--- src/rtl/wfm_pkg.sv ---
`timescale 1ns / 1ps
// ============================================================================
// wfm_pkg
// Shared types and constants for the windowed filtered mean block.
// ============================================================================
package wfm_pkg;

    localparam int FRACTION_BITS     = 16;
    localparam int WINDOW_LIMIT_DEF  = 1048576;

    localparam int STAT_W   = 32;
    localparam int SV_W     = FRACTION_BITS + 1;
    localparam int TAG_W    = 16;
    localparam int POS_W    = 32;
    localparam int SITES_W  = 21;
    localparam int SUM_W    = 64;
    localparam int DEN_W    = 37;
    localparam int MIN_W    = 16;
    localparam int CFG_W    = 21;
    localparam int IDX_W    = 2;
    localparam int QUO_W    = 32;
    localparam int STEP_W   = 6;

    localparam logic [SV_W-1:0]  ONE_Q   = SV_W'(1) << FRACTION_BITS;
    localparam logic [DEN_W-1:0] DEN_MAX = '1;

    // register indexes on the configuration port
    localparam logic [IDX_W-1:0] REG_WINDOW = 2'd0;
    localparam logic [IDX_W-1:0] REG_MODE   = 2'd1;
    localparam logic [IDX_W-1:0] REG_MIN    = 2'd2;

    typedef enum logic [1:0] {
        MODE_PLAIN  = 2'd0,
        MODE_OMIT   = 2'd1,
        MODE_THRESH = 2'd2,
        MODE_WEIGHT = 2'd3
    } mode_t;

    typedef enum logic [2:0] {
        S_IDLE,
        S_MUL,
        S_ADD,
        S_FRAC,
        S_FRAC_DIV,
        S_MEAN,
        S_MEAN_DIV,
        S_DONE
    } state_t;

    // request to the shared divider
    typedef struct packed {
        logic              start;
        logic [STEP_W-1:0] steps;
        logic [DEN_W-1:0]  rem_init;
        logic [QUO_W-1:0]  bits;
        logic [DEN_W-1:0]  divisor;
    } div_req_t;

    typedef struct packed {
        logic             done;
        logic [QUO_W-1:0] quotient;
    } div_stat_t;

endpackage

--- src/rtl/wfm_divider.sv ---
`timescale 1ns / 1ps
// ============================================================================
// wfm_divider
// Restoring divider, one quotient bit per cycle, shared by the close sequence.
// ============================================================================
module wfm_divider
    import wfm_pkg::*;
(
    input  logic      clk,
    input  logic      rst_n,
    input  div_req_t  req,
    output div_stat_t stat
);

    logic [DEN_W-1:0]  rem_reg, rem_next;
    logic [DEN_W-1:0]  div_reg;
    logic [QUO_W-1:0]  bits_reg;
    logic [QUO_W-1:0]  quo_reg;
    logic [STEP_W-1:0] cnt_reg;
    logic              busy_reg;
    logic              done_reg;

    logic [DEN_W:0] trial;
    logic           ge;

    // partial remainder stays below the divisor, so one extra bit suffices
    always_comb
    begin
        trial    = {rem_reg, bits_reg[QUO_W-1]};
        ge       = trial >= {1'b0, div_reg};
        rem_next = ge ? DEN_W'(trial - {1'b0, div_reg}) : trial[DEN_W-1:0];
    end

    always_ff @(posedge clk or negedge rst_n)
    begin
        if (!rst_n)
        begin
            busy_reg <= 1'b0;
            done_reg <= 1'b0;
            cnt_reg  <= '0;
        end
        else
        begin
            done_reg <= 1'b0;
            if (req.start)
            begin
                busy_reg <= 1'b1;
                cnt_reg  <= req.steps;
            end
            else if (busy_reg)
            begin
                cnt_reg <= cnt_reg - STEP_W'(1);
                if (cnt_reg == STEP_W'(1))
                begin
                    busy_reg <= 1'b0;
                    done_reg <= 1'b1;
                end
            end
        end
    end

    always_ff @(posedge clk)
    begin
        if (req.start)
        begin
            rem_reg  <= req.rem_init;
            bits_reg <= req.bits;
            div_reg  <= req.divisor;
            quo_reg  <= '0;
        end
        else if (busy_reg)
        begin
            rem_reg  <= rem_next;
            bits_reg <= {bits_reg[QUO_W-2:0], 1'b0};
            quo_reg  <= {quo_reg[QUO_W-2:0], ge};
        end
    end

    assign stat.done     = done_reg;
    assign stat.quotient = quo_reg;

endmodule

--- src/rtl/windowed_filtered_mean.sv ---
`timescale 1ns / 1ps
// ============================================================================
// windowed_filtered_mean
// Mean of a per-site statistic over non-overlapping windows of sites.
// ============================================================================
// A site request passes accept, weight and product, and accumulate before the
// next ready. A site that closes a window then runs the close sequence on the
// shared restoring divider, one quotient bit per cycle: 17 quotient bits for
// the usable share and 32 for the mean, skipped where the result saturates
// or the denominator is zero. The finished result sits in an output
// register; the next site is taken while it waits. Configuration registers are
// read while a site is weighted and accumulated, so a write can affect the site in progress.
module windowed_filtered_mean
    import wfm_pkg::*;
#(
    parameter int WINDOW_LIMIT = WINDOW_LIMIT_DEF
)
(
    input  logic             clk,
    input  logic             rst_n,

    input  logic             cfg_we,
    input  logic [IDX_W-1:0] cfg_index,
    input  logic [CFG_W-1:0] cfg_data,

    input  logic             s_tvalid,
    output logic             s_tready,
    // statistic[31:0], site_value[48:32], sequence_tag[64:49], zero pad
    input  logic [71:0]      s_tdata,
    // statistic_missing
    input  logic             s_tuser,
    input  logic             s_tlast,

    output logic             m_tvalid,
    input  logic             m_tready,
    // first_position[31:0], mean[63:32], usable_share[80:64],
    // window_sum[144:81], window_denominator[181:145], window_sites[202:182],
    // result_tag[218:203], zero pad
    output logic [223:0]     m_tdata,
    // no_mean
    output logic             m_tuser,
    output logic             m_tlast
);

    state_t state_reg, state_next;

    logic [CFG_W-1:0] cfg_window_reg;
    mode_t            cfg_mode_reg;
    logic [MIN_W-1:0] cfg_min_reg;

    // accepted site
    logic signed [STAT_W-1:0] stat_reg;
    logic                     miss_reg;
    logic [SV_W-1:0]          sv_reg;
    logic [TAG_W-1:0]         tag_reg;
    logic                     last_reg;

    // per-site contribution
    logic signed [SUM_W-1:0] addend_reg;
    logic [SV_W-1:0]         dadd_reg;

    // running window state
    logic [POS_W-1:0]   pos_reg;
    logic [POS_W-1:0]   start_reg;
    logic [SITES_W-1:0] sites_reg;
    logic [SUM_W-1:0]   sum_reg;
    logic [DEN_W-1:0]   den_reg;

    // closed window being worked on
    logic [POS_W-1:0]   win_start_reg;
    logic [SUM_W-1:0]   win_sum_reg;
    logic [DEN_W-1:0]   win_den_reg;
    logic [SITES_W-1:0] win_sites_reg;
    logic [TAG_W-1:0]   win_tag_reg;
    logic               win_last_reg;
    logic [SUM_W-1:0]   mag_reg;
    logic [STAT_W-1:0]  win_mean_reg;
    logic [SV_W-1:0]    win_uf_reg;
    logic               win_nomean_reg;

    // output register
    logic               m_valid_reg;
    logic [POS_W-1:0]   m_start_reg;
    logic [STAT_W-1:0]  m_mean_reg;
    logic [SV_W-1:0]    m_uf_reg;
    logic [SUM_W-1:0]   m_sum_reg;
    logic [DEN_W-1:0]   m_den_reg;
    logic [SITES_W-1:0] m_sites_reg;
    logic [TAG_W-1:0]   m_tag_reg;
    logic               m_nomean_reg;
    logic               m_last_reg;

    div_req_t  div_req;
    div_stat_t div_stat;
    logic      out_load;

    wfm_divider u_div
    (
        .clk   (clk),
        .rst_n (rst_n),
        .req   (div_req),
        .stat  (div_stat)
    );

    // ------------------------------------------------------------------
    // configuration
    // ------------------------------------------------------------------
    always_ff @(posedge clk or negedge rst_n)
    begin
        if (!rst_n)
        begin
            cfg_window_reg <= CFG_W'(10000);
            cfg_mode_reg   <= MODE_PLAIN;
            cfg_min_reg    <= '0;
        end
        else if (cfg_we)
        begin
            unique case (cfg_index)
                REG_WINDOW: cfg_window_reg <= cfg_data;
                REG_MODE:   cfg_mode_reg   <= mode_t'(cfg_data[1:0]);
                REG_MIN:    cfg_min_reg    <= cfg_data[MIN_W-1:0];
                default:    ;
            endcase
        end
    end

    logic [SITES_W-1:0] wlen;

    always_comb
    begin
        if (cfg_window_reg == '0)
            wlen = SITES_W'(1);
        else if (32'(cfg_window_reg) > 32'(WINDOW_LIMIT))
            wlen = SITES_W'(WINDOW_LIMIT);
        else
            wlen = cfg_window_reg;
    end

    // ------------------------------------------------------------------
    // per-site weight and product
    // ------------------------------------------------------------------
    logic signed [STAT_W-1:0]   stat_eff;
    logic [SV_W-1:0]            w_raw, w_cap, flag_cap;
    logic signed [STAT_W+SV_W:0] prod;
    logic signed [SUM_W-1:0]    addend_next;
    logic [SV_W-1:0]            dadd_next;

    always_comb
    begin
        stat_eff = miss_reg ? '0 : stat_reg;
        w_raw    = miss_reg ? '0 : sv_reg;
        w_cap    = (w_raw > ONE_Q) ? ONE_Q : w_raw;
        flag_cap = (miss_reg || sv_reg > ONE_Q) ? ONE_Q : sv_reg;
        prod     = stat_eff * $signed({1'b0, w_cap});
        addend_next = '0;
        dadd_next   = '0;
        unique case (cfg_mode_reg)
            MODE_PLAIN:
            begin
                addend_next = SUM_W'(stat_eff);
            end
            MODE_OMIT:
            begin
                dadd_next = ONE_Q - flag_cap;
                if (flag_cap == '0)
                    addend_next = SUM_W'(stat_eff);
            end
            MODE_THRESH:
            begin
                if (w_raw > {1'b0, cfg_min_reg})
                begin
                    addend_next = SUM_W'(stat_eff);
                    dadd_next   = ONE_Q;
                end
            end
            MODE_WEIGHT:
            begin
                // arithmetic shift is floor division by ONE
                addend_next = SUM_W'(prod >>> FRACTION_BITS);
                dadd_next   = w_cap;
            end
        endcase
    end

    // ------------------------------------------------------------------
    // accumulate and close test
    // ------------------------------------------------------------------
    logic [SITES_W-1:0] sites_inc;
    logic [SUM_W-1:0]   sum_inc;
    logic [DEN_W:0]     den_wide;
    logic [DEN_W-1:0]   den_inc;
    logic               close;

    always_comb
    begin
        sites_inc = sites_reg + SITES_W'(1);
        sum_inc   = sum_reg + addend_reg;
        den_wide  = {1'b0, den_reg} + (DEN_W+1)'(dadd_reg);
        den_inc   = den_wide[DEN_W] ? DEN_MAX : den_wide[DEN_W-1:0];
        close     = (sites_inc >= wlen) || last_reg;
    end

    // ------------------------------------------------------------------
    // close sequence helpers
    // ------------------------------------------------------------------
    logic              frac_sat;
    logic              mean_sat;
    logic              neg;
    logic [QUO_W-1:0]  lim, val_src, val_cap, mean_fin;
    logic [SV_W-1:0]   uf_q;
    logic [SUM_W-1:0]  mag_next;

    always_comb
    begin
        neg      = win_sum_reg[SUM_W-1];
        mag_next = neg ? (~win_sum_reg + SUM_W'(1)) : win_sum_reg;
        frac_sat = {1'b0, win_den_reg[DEN_W-1:FRACTION_BITS+1]} >= win_sites_reg;
        mean_sat = mag_reg[SUM_W-1:FRACTION_BITS] >= (SUM_W-FRACTION_BITS)'(win_den_reg);
        lim      = neg ? 32'h8000_0000 : 32'h7FFF_FFFF;
        val_src  = (state_reg == S_MEAN_DIV) ? div_stat.quotient : lim;
        val_cap  = (val_src > lim) ? lim : val_src;
        mean_fin = neg ? (~val_cap + QUO_W'(1)) : val_cap;
        uf_q     = (div_stat.quotient[SV_W-1:0] > ONE_Q) ? ONE_Q
                                                         : div_stat.quotient[SV_W-1:0];
    end

    // ------------------------------------------------------------------
    // sequencer
    // ------------------------------------------------------------------
    always_ff @(posedge clk or negedge rst_n)
    begin
        if (!rst_n)
            state_reg <= S_IDLE;
        else
            state_reg <= state_next;
    end

    always_comb
    begin
        state_next = state_reg;
        s_tready   = 1'b0;
        out_load   = 1'b0;
        div_req    = '0;
        unique case (state_reg)
            S_IDLE:
            begin
                s_tready = 1'b1;
                if (s_tvalid)
                    state_next = S_MUL;
            end
            S_MUL:
            begin
                state_next = S_ADD;
            end
            S_ADD:
            begin
                state_next = close ? S_FRAC : S_IDLE;
            end
            S_FRAC:
            begin
                if (win_den_reg == '0)
                    state_next = S_DONE;
                else if (frac_sat)
                    state_next = S_MEAN;
                else
                begin
                    div_req.start    = 1'b1;
                    div_req.steps    = STEP_W'(FRACTION_BITS + 1);
                    div_req.rem_init = DEN_W'(win_den_reg[DEN_W-1:FRACTION_BITS+1]);
                    div_req.bits     = {win_den_reg[FRACTION_BITS:0],
                                        (QUO_W-FRACTION_BITS-1)'(0)};
                    div_req.divisor  = DEN_W'(win_sites_reg);
                    state_next       = S_FRAC_DIV;
                end
            end
            S_FRAC_DIV:
            begin
                if (div_stat.done)
                    state_next = S_MEAN;
            end
            S_MEAN:
            begin
                if (mean_sat)
                    state_next = S_DONE;
                else
                begin
                    // remainder start is below the divisor, so it fits
                    div_req.start    = 1'b1;
                    div_req.steps    = STEP_W'(QUO_W);
                    div_req.rem_init = mag_reg[DEN_W+FRACTION_BITS-1:FRACTION_BITS];
                    div_req.bits     = {mag_reg[FRACTION_BITS-1:0],
                                        (QUO_W-FRACTION_BITS)'(0)};
                    div_req.divisor  = win_den_reg;
                    state_next       = S_MEAN_DIV;
                end
            end
            S_MEAN_DIV:
            begin
                if (div_stat.done)
                    state_next = S_DONE;
            end
            S_DONE:
            begin
                if (!m_valid_reg || m_tready)
                begin
                    out_load   = 1'b1;
                    state_next = S_IDLE;
                end
            end
            default:
            begin
                state_next = S_IDLE;
            end
        endcase
    end

    // ------------------------------------------------------------------
    // running window state
    // ------------------------------------------------------------------
    always_ff @(posedge clk or negedge rst_n)
    begin
        if (!rst_n)
        begin
            pos_reg   <= '0;
            start_reg <= POS_W'(1);
            sites_reg <= '0;
            sum_reg   <= '0;
            den_reg   <= '0;
        end
        else if (state_reg == S_ADD)
        begin
            pos_reg <= pos_reg + POS_W'(1);
            if (sites_reg == '0)
                start_reg <= pos_reg + POS_W'(1);
            if (close)
            begin
                sites_reg <= '0;
                sum_reg   <= '0;
                den_reg   <= '0;
                if (last_reg)
                    pos_reg <= '0;
            end
            else
            begin
                sites_reg <= sites_inc;
                sum_reg   <= sum_inc;
                den_reg   <= den_inc;
            end
        end
    end

    // ------------------------------------------------------------------
    // datapath registers
    // ------------------------------------------------------------------
    always_ff @(posedge clk)
    begin
        if (s_tvalid && s_tready)
        begin
            stat_reg <= $signed(s_tdata[31:0]);
            sv_reg   <= s_tdata[48:32];
            tag_reg  <= s_tdata[64:49];
            miss_reg <= s_tuser;
            last_reg <= s_tlast;
        end

        if (state_reg == S_MUL)
        begin
            addend_reg <= addend_next;
            dadd_reg   <= dadd_next;
        end

        if (state_reg == S_ADD && close)
        begin
            win_start_reg <= (sites_reg == '0) ? (pos_reg + POS_W'(1)) : start_reg;
            win_sum_reg   <= sum_inc;
            win_den_reg   <= (cfg_mode_reg == MODE_PLAIN)
                             ? {sites_inc, FRACTION_BITS'(0)} : den_inc;
            win_sites_reg <= sites_inc;
            win_tag_reg   <= tag_reg;
            win_last_reg  <= last_reg;
        end

        if (state_reg == S_FRAC)
        begin
            mag_reg        <= mag_next;
            win_nomean_reg <= (win_den_reg == '0);
            win_mean_reg   <= '0;
            win_uf_reg     <= (win_den_reg == '0) ? '0 : ONE_Q;
        end

        if (state_reg == S_FRAC_DIV && div_stat.done)
            win_uf_reg <= uf_q;

        if ((state_reg == S_MEAN && mean_sat) || (state_reg == S_MEAN_DIV && div_stat.done))
            win_mean_reg <= mean_fin;

        if (out_load)
        begin
            m_start_reg  <= win_start_reg;
            m_mean_reg   <= win_mean_reg;
            m_uf_reg     <= win_uf_reg;
            m_sum_reg    <= win_sum_reg;
            m_den_reg    <= win_den_reg;
            m_sites_reg  <= win_sites_reg;
            m_tag_reg    <= win_tag_reg;
            m_nomean_reg <= win_nomean_reg;
            m_last_reg   <= win_last_reg;
        end
    end

    always_ff @(posedge clk or negedge rst_n)
    begin
        if (!rst_n)
            m_valid_reg <= 1'b0;
        else if (out_load)
            m_valid_reg <= 1'b1;
        else if (m_tready)
            m_valid_reg <= 1'b0;
    end

    assign m_tvalid = m_valid_reg;
    assign m_tuser  = m_nomean_reg;
    assign m_tlast  = m_last_reg;
    assign m_tdata  = {5'b0, m_tag_reg, m_sites_reg, m_den_reg, m_sum_reg,
                       m_uf_reg, m_mean_reg, m_start_reg};

    // ------------------------------------------------------------------
    // assertions
    // ------------------------------------------------------------------
    a_accept_to_mul: assert property (@(posedge clk) disable iff (!rst_n)
        (s_tvalid && s_tready) |=> (state_reg == S_MUL))
        else $error("accepted request did not enter the multiply step");

    a_div_done_state: assert property (@(posedge clk) disable iff (!rst_n)
        div_stat.done |-> (state_reg == S_FRAC_DIV || state_reg == S_MEAN_DIV))
        else $error("divider finished outside a divide step");

    a_no_overwrite: assert property (@(posedge clk) disable iff (!rst_n)
        out_load |-> (!m_valid_reg || m_tready))
        else $error("output register overwritten while a result waits");

    a_no_mean_zero: assert property (@(posedge clk) disable iff (!rst_n)
        (m_tvalid && m_tuser) |-> (m_mean_reg == '0 && m_uf_reg == '0))
        else $error("no-mean result carries a nonzero mean or fraction");

endmodule
--- config.mk ---
export PLATFORM = sky130hd
export DESIGN_NAME = windowed_filtered_mean
export DESIGN_NICKNAME = d
export VERILOG_FILES = /design/src/rtl/wfm_pkg.sv /design/src/rtl/wfm_divider.sv /design/src/rtl/windowed_filtered_mean.sv
export SDC_FILE = /design/constraint.sdc
export NUM_CORES = 2
export LEC_CHECK = 0
export ABC_AREA = 1
export BUFFER_PORTS_ARGS = -buffer_cell sky130_fd_sc_hd__buf_2
export CAP_MARGIN = 25
export CORE_UTILIZATION = 60
export CTS_CLUSTER_SIZE = 20
export DETAILED_ROUTE_END_ITERATION = 8
export PLACE_DENSITY = 0.8
export REMOVE_ABC_BUFFERS = 1
export SETUP_SLACK_MARGIN = 0.02
export SLEW_MARGIN = 20
export SYNTH_ARGS = -nofsm -noshare
export SYNTH_HDL_FRONTEND = slang
export SYNTH_SLANG_ARGS = --single-unit
--- constraint.sdc ---
create_clock -name clk -period 14.8 [get_ports clk]
set_input_delay 0.74 -clock clk [delete_from_list [all_inputs] [get_ports clk]]
set_output_delay 0.74 -clock clk [all_outputs]
set_load 0.01 [all_outputs]
==> flow_summary_export.csv <==
group,metric,value,unit
clocking,cts_repair_resize_count,0,
route,met1_length,75.6,mm
global_route,first_pass_grt_wire_length,297,mm
timing,fmax,0.106,GHz
route,routed-wl-met3,17.1,mm
clocking,cts.root.buffer_cell,"sky130_fd_sc_hd__clkbuf_16",
global_route,grt_start_max_net_pins,116,
setup_path,cp_slowest_stage_delay,0.71,ns
route,dr_total_vias,54000,
yosys,synthesis.area,69000,µm²
global_route,grt_remaining_overflow,0,
floorplan,placeableCoreArea,114000,µm²
timing,setup-violations-final,0,
route,drc_errors,0,
yosys,synth_cell_types,72,
yosys,yosys_warnings,0,
finish,post_route_cells_drive_above_1_share,0.0869,
yosys,synthCells,7498,
timing,final_min_period_over_clock_period,0.639,
placed_design,place.detailed.hpwl,145,mm
power_and_ir_drop,p_per_area,188,nW/µm²
yosys,yosys_register_bits,984,
timing,layout_min_cycle_time,9.45,ns
finish,finish.instance_area,75800,µm²
setup_path,critical-path-top-cell-by-count,"sky130_fd_sc_hd__fa_1",
setup_path,critical_path_class,"reg2reg",
route,post_drt_wl_per_cell,20.4,µm
timing,setup_total_negative_slack,0,ns
route,wirelength,191,mm
finish,nNetsFinal,8750,
floorplan,num_rows,124,
timing,setup_repair_after_global_routing_missed_its_margin,"false",
outcome,run_status,"finished clean",
route,topRoutingLayerUsed,"met5",
clocking,cts.reportedPaths.clkPinSlew,0.07,ns
setup_path,critical_path_peak_fanout,31,
setup_path,crit_path_top_delay_cell,"sky130_fd_sc_hd__a211oi_1",
global_route,number_of_antenna_violations_at_the_first_check_in_global_routing,3,
route,wl_met2,89.1,mm
setup_path,critical_path_required,15.19,ns
timing,skew,0.0773,ns
power_and_ir_drop,vdd_ir_drop_max,0.000139,V
floorplan,dieArea,116000,µm²
clocking,cts_max_level,3,
setup_path,cp-start-kind,"flop",
global_route,grt_pass1_vias,54500,
finish,areaGrowthSynthToFinish,9.87,%
timing,worst-slew-pin-transition,1.05,ns
yosys,synth-seq-area-share,0.406,
power_and_ir_drop,leakage_power,34.6,nW
timing,worst_slack,5.35,ns
route,avgViaCountPerCell,5.77,
clocking,post_cts.repair.setup_buffers,0,
floorplan,dieHeight,341,µm
route,initialDrtViolationCount,5179,
job,max_cap_viol_count,0,
yosys,synthesis.area_per_instance,9.21,µm²
yosys,synth-edff-count,715,
placed_design,post-place-ws,5.58,ns
route,firstDrtPassIters,6,
floorplan,die_w,341,µm
placed_design,place.gp.congestion,1.01,
clocking,clock_path_buffers,3,
timing,final_hold_viol_count,0,
finish,layoutNonFillerInstCount,9363,
clocking,clkLatencyLatePin,0.74,ns
clocking,cts.sink_count,984,
setup_path,cp_data_arrival_time,9.84,ns
clocking,cts-buffers-inserted,102,
placed_design,dpl_cell_area,72100,µm²
route,drtAntennaViolNets,0,
yosys,synth_flop_cell,"sky130_fd_sc_hd__edfxtp_1",
floorplan,floorplan.io_pins,330,
global_route,global_route.usage.total,0.329,
worst_hold_path,hp-class,"in2async",
clocking,clock_tree_from_tritoncts,"done",
finish,final_util,0.664,
placed_design,placed_cells,9164,
timing,timing.max_slew.rel_slack,0.301,
timing,maxSlewViolCount,0,
clocking,number_of_buffers_inserted_by_hold_repair_at_cts,0,
placed_design,io_buffer_count,317,
setup_path,critPathCaptureType,"flop",
yosys,async_flop_share,0.241,
floorplan,floorplan.initialDensity,0.604,
[through the flow]
stage | hold WS [ns] | power (mW)
6_report | 0.0599 | 14.3
5_1_grt | 0.149 | 15.3
4_1_cts | 0.0949 | 14.2
3_5_place_dp | 0.405 | 11.4
3_3_place_gp | 0.400 | 11.2
2_1_floorplan | 0.400 | 9.48
[worst max-delay path: cells and delay by family, from the launching register on]
kind | cells | cell delay [ns]
flops | 1 | 0.48
buf+inv | 6 | 1.19
compound gates | 6 | 1.77
simple gates | 11 | 2.11
fa+ha+maj | 7 | 3.51
[cells by family after synthesis]
kind of cell,Yosys count,share of synthesized area
other cells,1,0.0000543
simple gates,2656,0.161
xor+xnor,227,0.0290
fa+ha+maj,889,0.218
compound gates,1151,0.0975
mux,4,0.000653
buf+inv,1586,0.0875
flops,984,0.406
[per-layer routing]
metal,global-route usage,vias up
met5,0,-
met4,0.146,2
met3,0.0586,487
met2,0.533,2546
met1,0.436,26100
li1,-,24900
[cells in the mapped netlist, drive strengths merged, types with 21 or more instances]
master,number,area share
dfrtp,231,0.084
fa,522,0.15
a31oi,47,0.0043
xnor2,76,0.0096
edfxtp,715,0.31
clkbuf,170,0.0092
a21oi,325,0.024
nand3,196,0.015
nand2,1292,0.071
o22ai,76,0.0069
dfxtp,32,0.0093
buf,53,0.0041
o21a,23,0.0025
nor2,896,0.050
o21ai,439,0.032
ha,367,0.067
a21o,21,0.0023
inv,1343,0.073
a22o,52,0.0066
o211ai,29,0.0032
nand4,74,0.0071
xor2,151,0.019
nor4,50,0.0051
nor3,102,0.0085
a211oi,42,0.0046
[cell usage in the layout (no fill, tap or decap), types with 52 or more instances in the layout]
| master | count |
|---|---|
| sky130_fd_sc_hd__ha_1 | 367 |
| sky130_fd_sc_hd__buf_2 | 316 |
| sky130_fd_sc_hd__o21ai_0 | 366 |
| sky130_fd_sc_hd__xnor2_1 | 76 |
| sky130_fd_sc_hd__a21oi_1 | 321 |
| sky130_fd_sc_hd__nand3_1 | 191 |
| sky130_fd_sc_hd__clkbuf_16 | 108 |
| sky130_fd_sc_hd__o22ai_1 | 76 |
| sky130_fd_sc_hd__nand4_1 | 70 |
| sky130_fd_sc_hd__inv_1 | 1321 |
| sky130_fd_sc_hd__edfxtp_1 | 715 |
| sky130_fd_sc_hd__a22o_1 | 52 |
| sky130_fd_sc_hd__nor2_1 | 867 |
| sky130_fd_sc_hd__nand2_1 | 1269 |
| sky130_fd_sc_hd__fa_1 | 522 |
| sky130_fd_sc_hd__xor2_1 | 149 |
| sky130_fd_sc_hd__buf_4 | 54 |
| sky130_fd_sc_hd__dfrtp_1 | 230 |
| sky130_fd_sc_hd__o21ai_1 | 70 |
| sky130_fd_sc_hd__nor3_1 | 91 |
[power by group]
group / internal (mW) / switching [mW]
combinational: 2.42 / 4.75
clock: 1.57 / 1.17
sequential: 3.97 / 0.416
total: 7.96 / 6.34
[worst paths after layout]
path | endpoint | from | cells past startpoint | slack (ns)
worst max-delay path | addend_reg[24] | miss_reg | 30 | 5.35
worst min-delay path | cfg_window_reg[5] | rst_n | 1 | 0.06
worst max register to register | addend_reg[24] | miss_reg | 30 | 5.35
worst min register to register | m_mean_reg[22] | win_mean_reg[22] | 0 | 0.38
max in group asynchronous | u_div.busy_reg | rst_n | 2 | 13.21
min in group clk | sv_reg[15] | s_tdata[47] | 1 | 0.18
[layout make-up]
class | count | area [µm²]
Fill cell | 9043 | 38400
Clock inverter | 56 | 719
Inverter | 1363 | 5120
Timing Repair Buffer | 376 | 2130
Tap cell | 1512 | 1890
Antenna cell | 2 | 5.00
Sequential cell | 984 | 28100
Clock buffer | 138 | 2920
Multi-Input combinational cell | 4932 | 35000
Power figures use the tool's default switching activity.
